`config.mk`:
```
export PLATFORM = sky130hd
export DESIGN_NAME = pid_controller_downsampled_integral
export DESIGN_NICKNAME = d
export VERILOG_FILES = /design/src/hw/rtl/pidds_pkg.sv /design/src/hw/rtl/pid_controller_downsampled_integral.sv /design/src/hw/rtl/pidds_div.sv
export VERILOG_INCLUDE_DIRS = /design/src /design/src/hw/rtl
export SDC_FILE = /design/constraint.sdc
export NUM_CORES = 2
export LEC_CHECK = 0
export ABC_AREA = 1
export BUFFER_PORTS_ARGS = -buffer_cell sky130_fd_sc_hd__buf_2
export CORE_ASPECT_RATIO = 0.7
export CORE_MARGIN = 5
export CORE_UTILIZATION = 50
export CTS_CLUSTER_DIAMETER = 200
export DETAILED_ROUTE_END_ITERATION = 10
export PLACE_DENSITY = 0.63
export SETUP_SLACK_MARGIN = 0.5
export SYNTH_ARGS = -nofsm -noshare
export SYNTH_HDL_FRONTEND = slang
export SYNTH_SLANG_ARGS = --single-unit
```
`constraint.sdc`:
```
create_clock -name aclk -period 21.8 [get_ports aclk]
set_clock_uncertainty 0.15 [all_clocks]
set_input_delay 4.36 -clock aclk [delete_from_list [all_inputs] [get_ports aclk]]
set_output_delay 4.36 -clock aclk [all_outputs]
set_load 0.02 [all_outputs]
```
`src/hw/rtl/pid_controller_downsampled_integral_assert.svh`:
```
// Assertion macros for the PID controller RTL.
// Included by the top level; depends on nothing else.
`ifndef PID_CONTROLLER_DOWNSAMPLED_INTEGRAL_ASSERT_SVH
`define PID_CONTROLLER_DOWNSAMPLED_INTEGRAL_ASSERT_SVH

// Same-cycle implication, checked out of reset.
`define PIDDS_ASSERT_NOW(label, clk, rst_n, ante, cons) \
    label: assert property (@(posedge clk) disable iff (!(rst_n)) (ante) |-> (cons)) \
        else $error("pidds: same-cycle check failed");

// Next-cycle implication, checked out of reset.
`define PIDDS_ASSERT_NEXT(label, clk, rst_n, ante, cons) \
    label: assert property (@(posedge clk) disable iff (!(rst_n)) (ante) |=> (cons)) \
        else $error("pidds: next-cycle check failed");

`endif

```
`src/hw/rtl/pidds_pkg.sv`:
```
// Shared constants, types and helper functions of the PID controller.
// No dependencies; used by pidds_div and the top level.
package pidds_pkg;

    localparam int DATA_W      = 16;   // err_sample, err_slope, gains, drive
    localparam int LIM_W       = 15;   // clamp registers
    localparam int SPAN_W      = 13;   // average_span, sample count
    localparam int SUM_W       = 29;   // error accumulator
    localparam int INTEG_W     = 32;   // integral state
    localparam int PROD_W      = 2 * DATA_W;
    localparam int SCALE_SHIFT = 8;
    localparam int SCALE_ONE   = 1 << SCALE_SHIFT;
    localparam int MAX_SPAN    = 4096;
    localparam int SPAN_RESET  = 256;  // average_span after reset
    localparam int ILIM_W      = LIM_W + SCALE_SHIFT;
    localparam int CLAMP_W     = 34;
    localparam int DIV_STEPS   = SUM_W;
    localparam int DIV_CNT_W   = $clog2(DIV_STEPS);
    localparam int REM_W       = SPAN_W + 1;

    localparam logic OP_STEP  = 1'b0;
    localparam logic OP_CLEAR = 1'b1;

    typedef enum logic [2:0] {
        REG_PROP_GAIN   = 3'd0,
        REG_INTEG_GAIN  = 3'd1,
        REG_DERIV_GAIN  = 3'd2,
        REG_PROP_CLAMP  = 3'd3,
        REG_INTEG_CLAMP = 3'd4,
        REG_DERIV_CLAMP = 3'd5,
        REG_DRIVE_CLAMP = 3'd6,
        REG_AVG_SPAN    = 3'd7
    } reg_idx_t;

    typedef struct packed {
        logic                     start;
        logic signed [SUM_W-1:0]  dividend;
        logic [SPAN_W-1:0]        divisor;
    } div_req_t;

    typedef struct packed {
        logic                     done;
        logic signed [DATA_W-1:0] quotient;
    } div_rsp_t;

    // Divide by SCALE_ONE, truncating toward zero.
    function automatic logic signed [PROD_W-1:0] div_scale(input logic signed [PROD_W-1:0] v);
        logic signed [PROD_W-1:0] biased;
        biased = v[PROD_W-1] ? (v + PROD_W'(SCALE_ONE - 1)) : v;
        return biased >>> SCALE_SHIFT;
    endfunction

    // Symmetric clamp to +/- lim.
    function automatic logic signed [CLAMP_W-1:0] clamp_sym(
        input logic signed [CLAMP_W-1:0] v,
        input logic [ILIM_W-1:0]         lim
    );
        logic signed [CLAMP_W-1:0] l;
        l = $signed({{(CLAMP_W - ILIM_W){1'b0}}, lim});
        if (v > l) begin
            return l;
        end
        if (v < -l) begin
            return -l;
        end
        return v;
    endfunction

endpackage

```
`src/hw/rtl/pid_controller_downsampled_integral.sv`:
```
// Top level of the fixed-point PID controller with a downsampled integral.
// Depends on pidds_pkg, pidds_div and pid_controller_downsampled_integral_assert.svh.
//
//   port group  dir  beat contents
//   s_*         in   tuser: opcode; tdata: err_sample, err_slope
//   m_*         out  tdata: drive
//   cfg_*       in   register writes, index per register list, no read-back
//
// Sequence: a step runs MUL_P, MUL_D, SUM, TOTAL, DONE; one that closes an
// averaging window adds DIV (29-step divider for the mean), MUL_I and INTEG.
// A clear goes straight to DONE. One shared 16x16 multiplier forms P, D and the
// integral increment in turn. s_tready is high only while the sequencer idles;
// a finished result waits in the output register while the next beat is taken.
// Reset (aresetn, synchronous) zeroes integral, sum and count and loads defaults.
`include "pid_controller_downsampled_integral_assert.svh"

module pid_controller_downsampled_integral
    import pidds_pkg::*;
(
    input  logic                aclk,
    input  logic                aresetn,

    input  logic                s_tvalid,
    output logic                s_tready,
    input  logic [31:0]         s_tdata,   // [15:0] err_sample, [31:16] err_slope
    input  logic [0:0]          s_tuser,   // [0] opcode

    output logic                m_tvalid,
    input  logic                m_tready,
    output logic [DATA_W-1:0]   m_tdata,   // [15:0] drive

    input  logic                cfg_we,
    input  logic [2:0]          cfg_index,
    input  logic [DATA_W-1:0]   cfg_wdata
);

    typedef enum logic [3:0] {
        ST_IDLE,
        ST_MUL_P,
        ST_MUL_D,
        ST_SUM,
        ST_DIV,
        ST_MUL_I,
        ST_INTEG,
        ST_TOTAL,
        ST_DONE
    } state_t;

    // Configuration registers
    logic signed [DATA_W-1:0] prop_gain_reg, integ_gain_reg, deriv_gain_reg;
    logic [LIM_W-1:0]         prop_clamp_reg, integ_clamp_reg;
    logic [LIM_W-1:0]         deriv_clamp_reg, drive_clamp_reg;
    logic [SPAN_W-1:0]        average_span_reg;

    // Sequencer and datapath registers
    state_t                    state_reg, state_next;
    logic signed [DATA_W-1:0]  err_reg, err_next;
    logic signed [DATA_W-1:0]  slope_reg, slope_next;
    logic signed [PROD_W-1:0]  prod_reg, prod_next;
    logic signed [DATA_W-1:0]  p_reg, p_next;
    logic signed [DATA_W-1:0]  d_reg, d_next;
    logic signed [DATA_W-1:0]  mean_reg, mean_next;
    logic signed [INTEG_W-1:0] integral_reg, integral_next;
    logic signed [SUM_W-1:0]   sum_reg, sum_next;
    logic [SPAN_W-1:0]         count_reg, count_next;
    logic signed [DATA_W-1:0]  res_reg, res_next;
    logic                      m_tvalid_reg, m_tvalid_next;
    logic [DATA_W-1:0]         m_tdata_reg, m_tdata_next;

    logic                      s_acc;
    logic signed [DATA_W-1:0]  mul_a, mul_b;
    logic signed [PROD_W-1:0]  term_scaled;
    logic signed [CLAMP_W-1:0] p_clamped, d_clamped;
    logic [SPAN_W-1:0]         span_eff;
    logic [SPAN_W-1:0]         count_inc;
    logic signed [SUM_W-1:0]   sum_inc;
    logic signed [CLAMP_W-1:0] integ_sum, integ_clamped;
    logic signed [CLAMP_W-1:0] total, total_clamped;
    logic signed [PROD_W-1:0]  integ_out;
    logic                      div_start;
    div_req_t                  div_req;
    div_rsp_t                  div_rsp;
    logic                      clear_beat;
    logic                      integ_empty;

    // Register writes
    always_ff @(posedge aclk) begin
        if (!aresetn) begin
            prop_gain_reg    <= '0;
            integ_gain_reg   <= '0;
            deriv_gain_reg   <= '0;
            prop_clamp_reg   <= '0;
            integ_clamp_reg  <= '0;
            deriv_clamp_reg  <= '0;
            drive_clamp_reg  <= '0;
            average_span_reg <= SPAN_W'(SPAN_RESET);
        end else if (cfg_we) begin
            case (reg_idx_t'(cfg_index))
                REG_PROP_GAIN:   prop_gain_reg    <= $signed(cfg_wdata);
                REG_INTEG_GAIN:  integ_gain_reg   <= $signed(cfg_wdata);
                REG_DERIV_GAIN:  deriv_gain_reg   <= $signed(cfg_wdata);
                REG_PROP_CLAMP:  prop_clamp_reg   <= cfg_wdata[LIM_W-1:0];
                REG_INTEG_CLAMP: integ_clamp_reg  <= cfg_wdata[LIM_W-1:0];
                REG_DERIV_CLAMP: deriv_clamp_reg  <= cfg_wdata[LIM_W-1:0];
                REG_DRIVE_CLAMP: drive_clamp_reg  <= cfg_wdata[LIM_W-1:0];
                REG_AVG_SPAN:    average_span_reg <= cfg_wdata[SPAN_W-1:0];
                default: ;
            endcase
        end
    end

    assign s_tready = (state_reg == ST_IDLE);
    assign s_acc    = s_tvalid && s_tready;
    assign m_tvalid = m_tvalid_reg;
    assign m_tdata  = m_tdata_reg;

    // Shared multiplier: operands follow the sequencer step, product registered
    always_comb begin
        case (state_reg)
            ST_MUL_P: begin
                mul_a = err_reg;
                mul_b = prop_gain_reg;
            end
            ST_MUL_D: begin
                mul_a = slope_reg;
                mul_b = deriv_gain_reg;
            end
            default: begin
                mul_a = mean_reg;
                mul_b = integ_gain_reg;
            end
        endcase
    end
    assign prod_next = mul_a * mul_b;

    // P and D share the scale-and-clamp path; prod_reg holds whichever is due
    assign term_scaled = div_scale(prod_reg);
    assign p_clamped   = clamp_sym(CLAMP_W'(term_scaled),
                                   {{SCALE_SHIFT{1'b0}}, prop_clamp_reg});
    assign d_clamped   = clamp_sym(CLAMP_W'(term_scaled),
                                   {{SCALE_SHIFT{1'b0}}, deriv_clamp_reg});

    // Span of zero acts as one; spans above the maximum saturate
    always_comb begin
        if (average_span_reg == '0) begin
            span_eff = SPAN_W'(1);
        end else if (average_span_reg > SPAN_W'(MAX_SPAN)) begin
            span_eff = SPAN_W'(MAX_SPAN);
        end else begin
            span_eff = average_span_reg;
        end
    end

    assign count_inc = count_reg + 1'b1;
    assign sum_inc   = sum_reg + SUM_W'(err_reg);

    assign integ_sum     = CLAMP_W'(integral_reg) + CLAMP_W'(prod_reg);
    assign integ_clamped = clamp_sym(integ_sum, {integ_clamp_reg, {SCALE_SHIFT{1'b0}}});

    assign integ_out     = div_scale(integral_reg);
    assign total         = CLAMP_W'(p_reg) + CLAMP_W'(d_reg) + CLAMP_W'(integ_out);
    assign total_clamped = clamp_sym(total, {{SCALE_SHIFT{1'b0}}, drive_clamp_reg});

    assign div_req.start    = div_start;
    assign div_req.dividend = sum_inc;
    assign div_req.divisor  = count_inc;

    pidds_div u_div (
        .aclk    (aclk),
        .aresetn (aresetn),
        .req     (div_req),
        .rsp     (div_rsp)
    );

    // Sequencer
    always_comb begin
        state_next    = state_reg;
        err_next      = err_reg;
        slope_next    = slope_reg;
        p_next        = p_reg;
        d_next        = d_reg;
        mean_next     = mean_reg;
        integral_next = integral_reg;
        sum_next      = sum_reg;
        count_next    = count_reg;
        res_next      = res_reg;
        m_tvalid_next = m_tvalid_reg;
        m_tdata_next  = m_tdata_reg;
        div_start     = 1'b0;

        // drop the output beat once taken
        if (m_tvalid_reg && m_tready) begin
            m_tvalid_next = 1'b0;
        end

        case (state_reg)
            ST_IDLE: begin
                if (s_acc) begin
                    err_next   = $signed(s_tdata[DATA_W-1:0]);
                    slope_next = $signed(s_tdata[2*DATA_W-1:DATA_W]);
                    if (s_tuser[0] == OP_CLEAR) begin
                        integral_next = '0;
                        sum_next      = '0;
                        count_next    = '0;
                        res_next      = '0;
                        state_next    = ST_DONE;
                    end else begin
                        state_next = ST_MUL_P;
                    end
                end
            end
            ST_MUL_P: begin
                state_next = ST_MUL_D;
            end
            ST_MUL_D: begin
                p_next     = p_clamped[DATA_W-1:0];
                state_next = ST_SUM;
            end
            ST_SUM: begin
                d_next = d_clamped[DATA_W-1:0];
                if (count_inc >= span_eff) begin
                    // window closed: divide the sum by the actual count
                    div_start  = 1'b1;
                    sum_next   = '0;
                    count_next = '0;
                    state_next = ST_DIV;
                end else begin
                    sum_next   = sum_inc;
                    count_next = count_inc;
                    state_next = ST_TOTAL;
                end
            end
            ST_DIV: begin
                if (div_rsp.done) begin
                    mean_next  = div_rsp.quotient;
                    state_next = ST_MUL_I;
                end
            end
            ST_MUL_I: begin
                state_next = ST_INTEG;
            end
            ST_INTEG: begin
                integral_next = integ_clamped[INTEG_W-1:0];
                state_next    = ST_TOTAL;
            end
            ST_TOTAL: begin
                res_next   = total_clamped[DATA_W-1:0];
                state_next = ST_DONE;
            end
            ST_DONE: begin
                // hold until the output register is free
                if (!m_tvalid_reg || m_tready) begin
                    m_tvalid_next = 1'b1;
                    m_tdata_next  = res_reg;
                    state_next    = ST_IDLE;
                end
            end
            default: begin
                state_next = ST_IDLE;
            end
        endcase
    end

    always_ff @(posedge aclk) begin
        if (!aresetn) begin
            state_reg    <= ST_IDLE;
            m_tvalid_reg <= 1'b0;
            integral_reg <= '0;
            sum_reg      <= '0;
            count_reg    <= '0;
        end else begin
            state_reg    <= state_next;
            m_tvalid_reg <= m_tvalid_next;
            integral_reg <= integral_next;
            sum_reg      <= sum_next;
            count_reg    <= count_next;
        end
        err_reg     <= err_next;
        slope_reg   <= slope_next;
        prod_reg    <= prod_next;
        p_reg       <= p_next;
        d_reg       <= d_next;
        mean_reg    <= mean_next;
        res_reg     <= res_next;
        m_tdata_reg <= m_tdata_next;
    end

    assign clear_beat  = s_acc && (s_tuser[0] == OP_CLEAR);
    assign integ_empty = (integral_reg == '0) && (sum_reg == '0) && (count_reg == '0);

    // A clear beat empties the integral path on the next edge
    `PIDDS_ASSERT_NEXT(a_clear_zeroes, aclk, aresetn, clear_beat, integ_empty)
    // The window count never reaches the maximum span between steps
    `PIDDS_ASSERT_NOW(a_count_below_max, aclk, aresetn, 1'b1, count_reg < SPAN_W'(MAX_SPAN))
    // Divider results arrive only while the sequencer waits for them
    `PIDDS_ASSERT_NOW(a_div_done_in_div, aclk, aresetn, div_rsp.done, state_reg == ST_DIV)

endmodule

```
`src/hw/rtl/pidds_div.sv`:
```
// Iterative signed-by-unsigned divider, one quotient bit per cycle.
// Depends on pidds_pkg.
module pidds_div
    import pidds_pkg::*;
(
    input  logic     aclk,
    input  logic     aresetn,
    input  div_req_t req,
    output div_rsp_t rsp
);

    logic                 busy_reg, busy_next;
    logic                 done_reg, done_next;
    logic [DIV_CNT_W-1:0] cnt_reg, cnt_next;
    logic [REM_W-1:0]     rem_reg, rem_next;
    logic [SUM_W-1:0]     quo_reg, quo_next;
    logic [SPAN_W-1:0]    dvs_reg, dvs_next;
    logic                 neg_reg, neg_next;

    logic [REM_W-1:0]     shifted;
    logic                 fits;
    logic [DATA_W-1:0]    mag;

    assign shifted = {rem_reg[REM_W-2:0], quo_reg[SUM_W-1]};
    assign fits    = shifted >= {1'b0, dvs_reg};

    always_comb begin
        busy_next = busy_reg;
        done_next = 1'b0;
        cnt_next  = cnt_reg;
        rem_next  = rem_reg;
        quo_next  = quo_reg;
        dvs_next  = dvs_reg;
        neg_next  = neg_reg;
        if (req.start) begin
            busy_next = 1'b1;
            cnt_next  = DIV_CNT_W'(DIV_STEPS - 1);
            rem_next  = '0;
            neg_next  = req.dividend[SUM_W-1];
            quo_next  = req.dividend[SUM_W-1] ? SUM_W'(-req.dividend) : SUM_W'(req.dividend);
            dvs_next  = req.divisor;
        end else if (busy_reg) begin
            rem_next = fits ? (shifted - {1'b0, dvs_reg}) : shifted;
            quo_next = {quo_reg[SUM_W-2:0], fits};
            if (cnt_reg == '0) begin
                busy_next = 1'b0;
                done_next = 1'b1;
            end else begin
                cnt_next = cnt_reg - 1'b1;
            end
        end
    end

    always_ff @(posedge aclk) begin
        if (!aresetn) begin
            busy_reg <= 1'b0;
            done_reg <= 1'b0;
        end else begin
            busy_reg <= busy_next;
            done_reg <= done_next;
        end
        cnt_reg <= cnt_next;
        rem_reg <= rem_next;
        quo_reg <= quo_next;
        dvs_reg <= dvs_next;
        neg_reg <= neg_next;
    end

    // The mean of 16-bit samples always fits 16 bits.
    assign mag          = quo_reg[DATA_W-1:0];
    assign rsp.done     = done_reg;
    assign rsp.quotient = neg_reg ? $signed(-mag) : $signed(mag);

endmodule

```
==> Yosys cells after proc, flatten, opt, wreduce, memory -nomap -nowiden <==
Cells that the tools add are included.
Widths: inputs -> output; s select.
{ "classes": {"add_sub_neg": 15, "multipliers": 1, "n_lt_le_gt_ge": 11, "eq_ne": 19, "mux": 68, "n_bitwise": 3, "n_reduce_logical": 29} }
{ "ops": {"columns": ["op", "count"], "rows": [
  ["$mux 32", 8],
  ["$mux 16", 15],
  ["$mux 29", 6],
  ["$neg 15->34", 3],
  ["$pmux 16 s2", 3],
  ["$mux 13", 6],
  ["$lt 24x34->1", 2],
  ["$add 32x9->32 const B", 2],
  ["$pmux 32 s2", 1],
  ["$pmux 29 s2", 1],
  ["$gt 24x16->1", 2],
  ["$pmux 4 s9", 1],
  ["$lt 25x34->1", 1],
  ["$lt 33x34->1", 1],
  ["$neg 23->34", 1],
  ["$add 32x32->33", 1],
  ["$gt 33x24->1", 1],
  ["$mul 16x16->32", 1],
  ["$add 29x16->29", 1],
  ["$neg 29->29", 1],
  ["$pmux 13 s2", 1],
  ["$add 17x24->25", 1],
  ["$gt 25x16->1", 1],
  ["$reduce_and 2->1", 12],
  ["other kinds (31)", 73]
]} }
{ "word_totals": {"regBits": 407, "inputBits": 57, "output_inout_bits": 18} }

==> Longest topological paths before layout <==
{ "depth": {"word_depth": 9, "mapped_depth": 43, "depth_no_buf": 43} }

==> Modules after synthesis <==
From an unflattened synthesis, not the netlist that was laid out.
{ "hier_totals": {"cells_unflattened": 5397, "hier_area_um2": 40143.5} }
{ "by_module_without_submodules": {"columns": ["module", "n_inst", "cells_each", "area_per_inst_um2", "seq_area_each_um2"], "rows": [
  ["pid_controller_downsampled_integral", 1, 4740, 35546.6, 8007.7],
  ["pidds_div", 1, 657, 4596.9, 1691.6]
]} }

==> Worst setup path before layout <==
Ideal clock, no wire load.
{ "synth_path": {"path_kind": "register to register", "startpoint": "register state_reg[3]", "endpoint": "register prod_reg[28]", "setup_time_ns": 0.127, "t_arrival_ns": 7.436, "required_time_ns": 21.523, "setup_slack_ns": 14.087, "stages_incl_launch_ff": 28, "path_buffers": 2, "period_less_slack_ns": 7.713, "path_cell_list": "dfxtp_1 nor2_1 inv_1 nor3_1 clkbuf_1 nand2_1 nand3_1 clkbuf_1 nand2_1 fa_1 fa_1 fa_1 inv_1 fa_1 fa_1 inv_1 fa_1 inv_1 ha_1 a21oi_1 o21a_1 a21boi_0 o21bai_1 a21oi_1 o21ai_0 a21boi_0 o21ai_0 xor2_1"} }
{ "synth_between": {"elab_chain_len": 3, "elab_cells_between_ends": 5, "classes_between": "1 x mul; 2 x eq/ne; 2 x mux"} }
{ "synth_rtl": {"columns": ["element", "line_no", "text"], "rows": [
  ["start: declaration", "pid_controller_downsampled_integral.sv:56", "state_t state_reg, state_next;"],
  ["start signal: assignment", "pid_controller_downsampled_integral.sv:272", "state_reg <= state_next;"],
  ["$eq 4x2->1 or $eq 4x1->1 (tied branches)", "pid_controller_downsampled_integral.sv:119", "case (state_reg)"],
  ["$pmux 16 s2", "pid_controller_downsampled_integral.sv:119", null],
  ["$mul 16x16->32 (*)", "pid_controller_downsampled_integral.sv:134", "assign prod_next = mul_a * mul_b;"],
  ["named net prod_next[28]", "pid_controller_downsampled_integral.sv:59", "logic signed [PROD_W-1:0] prod_reg, prod_next;"],
  ["end signal: assignment", "pid_controller_downsampled_integral.sv:280", "prod_reg <= prod_next;"],
  ["end: declaration", "pid_controller_downsampled_integral.sv:59", null]
]} }
The timed path passes the listed nets; every way through them passes the cells marked *.
A chain may end at the register's enable or synchronous reset.

==> Worst setup path after layout <==
Same ends and word-level chain as after synthesis.

==> metrics.yaml <==
outcome:
  run_status: "completed"
cts:
  post-cts-setup-buffers: 0
  cts-buffers-inserted: 46
  cts-resized-gates: 0
  h_tree_level_count: 2
  cts.clk_slew.worst_paths_ps: 70
  number_of_hold_buffers_added_after_cts: 0
  clk_latency_ps: 630
  cts.sink_count: 407
  clock_path_buffers: 3
  clock_tree.root_cell: "sky130_fd_sc_hd__clkbuf_16"
  cts_tree: "yes"
floorplan:
  chipWidth_um: 346
  floorplan.core_area_mm2: 0.0786
  die-height_um: 245
  floorplan.die_area_mm2: 0.0848
  pin_count: 75
  effective_utilization_at_floorplan_pct: 50.3
  core.rowCount: 86
sta:
  rsz0062_at_grt: "no"
  max_clock_freq_mhz: 114
  maxSlewViolCount: 0
  final_worst_path_period_share_pct: 40.4
  layout_setup_ws_ps: 13000
  tightest_slew_ps: 1290
  fin_worst_hold_slack_ps: 262
  max-slew-margin-rel_pct: 13.8
  fin_crit_ps: 8800
  final-hold-violation-count: 0
  setup-tns-final_ps: 0
  setup_violations: 0
routing:
  ant_nets: 0
  drt-vias-per-instance: 5.46
  drt-total-wl_mm: 118
  first_drt_iteration_drcs: 3824
  dr.pass1.iters: 6
  route.vias.total: 35000
  avgRoutedWirePerCell_um: 18.4
  drt_drc_violations_left: 0
synth:
  syn_nets: 6032
  synth.cell_area_mm2: 0.0395
  synth_top_area_cell: "sky130_fd_sc_hd__fa_1"
  async_reset_ff_share_pct: 0
  synth_top_flop_cell: "sky130_fd_sc_hd__dfxtp_1"
  avgSynthCellArea_um2: 7.43
  synth_cell_type_count: 60
  seq_area_frac_synth_pct: 24.6
  yosys_register_bits: 407
  synth-warning-count: 0
  synth_area_leaders: "sky130_fd_sc_hd__fa_1 (15%), sky130_fd_sc_hd__dfxtp_1 (13%), sky130_fd_sc_hd__nand2_1 (12%), sky130_fd_sc_hd__edfxtp_1 (12%), sky130_fd_sc_hd__ha_1 (12%)"
  synthesis.instances: 5313
  yosysTopAreaCellShare_pct: 14.7
  synth_edf_count: 155
setup_path:
  worstSetupPathType: "reg2reg"
  worst-endpoint-required_ps: 22140
  slowest_stage: "sky130_fd_sc_hd__a21boi_0"
  max_incr_delay_on_cp_ps: 620
  start_kind: "flop"
  cpLargestDelayFamily: "adder cells"
  crit_path_max_fanout: 50
  cp.arrival_ps: 9130
  worstPathBufferInverterCount: 8
  worstSetupEndpointType: "flop"
grt:
  wire_length_of_the_first_global_routing_pass_mm: 185
  largest_net_degree_at_the_start_of_global_routing: 80
  antenna_found_initial: 6
  globalRouteOverflowTotal: 0
  grt_pass1_vias: 32400
  global_route.usage.total_pct: 27.4
final_layout:
  multiInputGateArea_mm2: 0.0258
  drive_gt1_share_pct: 4.26
  final_cells: 6412
  sequential_cell_area_mm2: 0.00970
  area_growth_pct: 7.50
  final_net_count: 6030
  filler_instances: 7637
  final_cell_mix: "sky130_fd_sc_hd__nand2_1 (1243), sky130_fd_sc_hd__inv_1 (904), sky130_fd_sc_hd__nor2_1 (411), sky130_fd_sc_hd__a21oi_1 (393), sky130_fd_sc_hd__ha_1 (372)"
  layout.cells.most_common: "sky130_fd_sc_hd__nand2_1"
place:
  place_congestion: 0.974
  placedCellCount: 6319
  place_worst_setup_slack_ps: 13090
  post-dp-hpwl_mm: 92.7
  port_buffers: 74
power_and_ir_drop:
  pwr_density_cell_mw_per_mm2: 86.8
  static-leakage-power_uw: 0.0212
  power.ir.vdd_worst_mv: 0.0639
job:
  max_cap_viols: 0
worst_hold_path:
  worst_hold_path_type: "reg2reg"
logic make-up after synthesis:
kind of cell / share of synthesized area (%)
buf+inv: 10.2
xor+xnor: 5.06
compound gates: 10.9
flops: 24.6
fa+ha+maj: 26.5
simple gates: 22.8
cell usage after synthesis (all sizes together), types with 4 or more instances:
| master | n |
|---|---|
| nand2 | 1245 |
| inv | 910 |
| nor2 | 420 |
| a21oi | 395 |
| ha | 372 |
| fa | 290 |
| o21ai | 278 |
| dfxtp | 252 |
| nand3 | 235 |
| edfxtp | 155 |
| xor2 | 155 |
| clkbuf | 133 |
| nand4 | 107 |
| nor3 | 97 |
| xnor2 | 73 |
| o21a | 21 |
| buf | 19 |
| nor4 | 19 |
| a21o | 16 |
| o21bai | 11 |
| a31oi | 10 |
| o221ai | 10 |
| or2 | 10 |
| o211ai | 9 |
| o22ai | 8 |
| a21boi | 7 |
| nand3b | 7 |
| a22o | 6 |
| and2 | 6 |
| a211oi | 5 |
| clkinv | 5 |
| a221oi | 4 |
| o2111ai | 4 |
power by group:
group / total (uW) / internal [uW] / switching, uW
combinational: 1900 / 633 / 1270
sequential: 957 / 868 / 88.9
clock: 828 / 461 / 368
total: 3680 / 1960 / 1720
path summary, 6_finish.rpt:
check / slack [ps] / from / end / cells after the start
setup reg to reg: 13000 / state_reg[3] / prod_reg[28] / 30
setup / recovery: 13000 / state_reg[3] / prod_reg[28] / 30
hold / removal: 260 / res_reg[8] / m_tdata[8] / 0
hold reg to reg: 260 / res_reg[8] / m_tdata[8] / 0
per-stage QoR:
stage	instance area (um2)	util, %	total power (uW)
2_1_floorplan	39500	-	2310
6_report	42500	54.1	3680
3_3_place_gp	40900	52.0	2800
3_5_place_dp	40900	52.0	2830
4_1_cts	42400	54.0	3660
5_1_grt	42400	54.0	3990
area by class of cell:
cell class                 count  share of cell area, %
antenna                        7                 0.0413
clock buffer                  54                   2.93
clock inverter                32                  0.775
inverter                     915                   8.09
multi-input combinational   3839                   60.8
sequential                   407                   22.8
tap                         1056                   3.11
timing repair buffer         102                   1.37
per-layer routing:
layer / wire, um / track usage, % / vias to the layer above
met4: 1760 / 4.82 / 0
met5: 0 / 0 / -
met2: 45400 / 37.5 / 1406
met3: 12700 / 6.37 / 104
met1: 58000 / 43.8 / 16400
li1: - / - / 17100
Power figures use the tool's default switching activity.
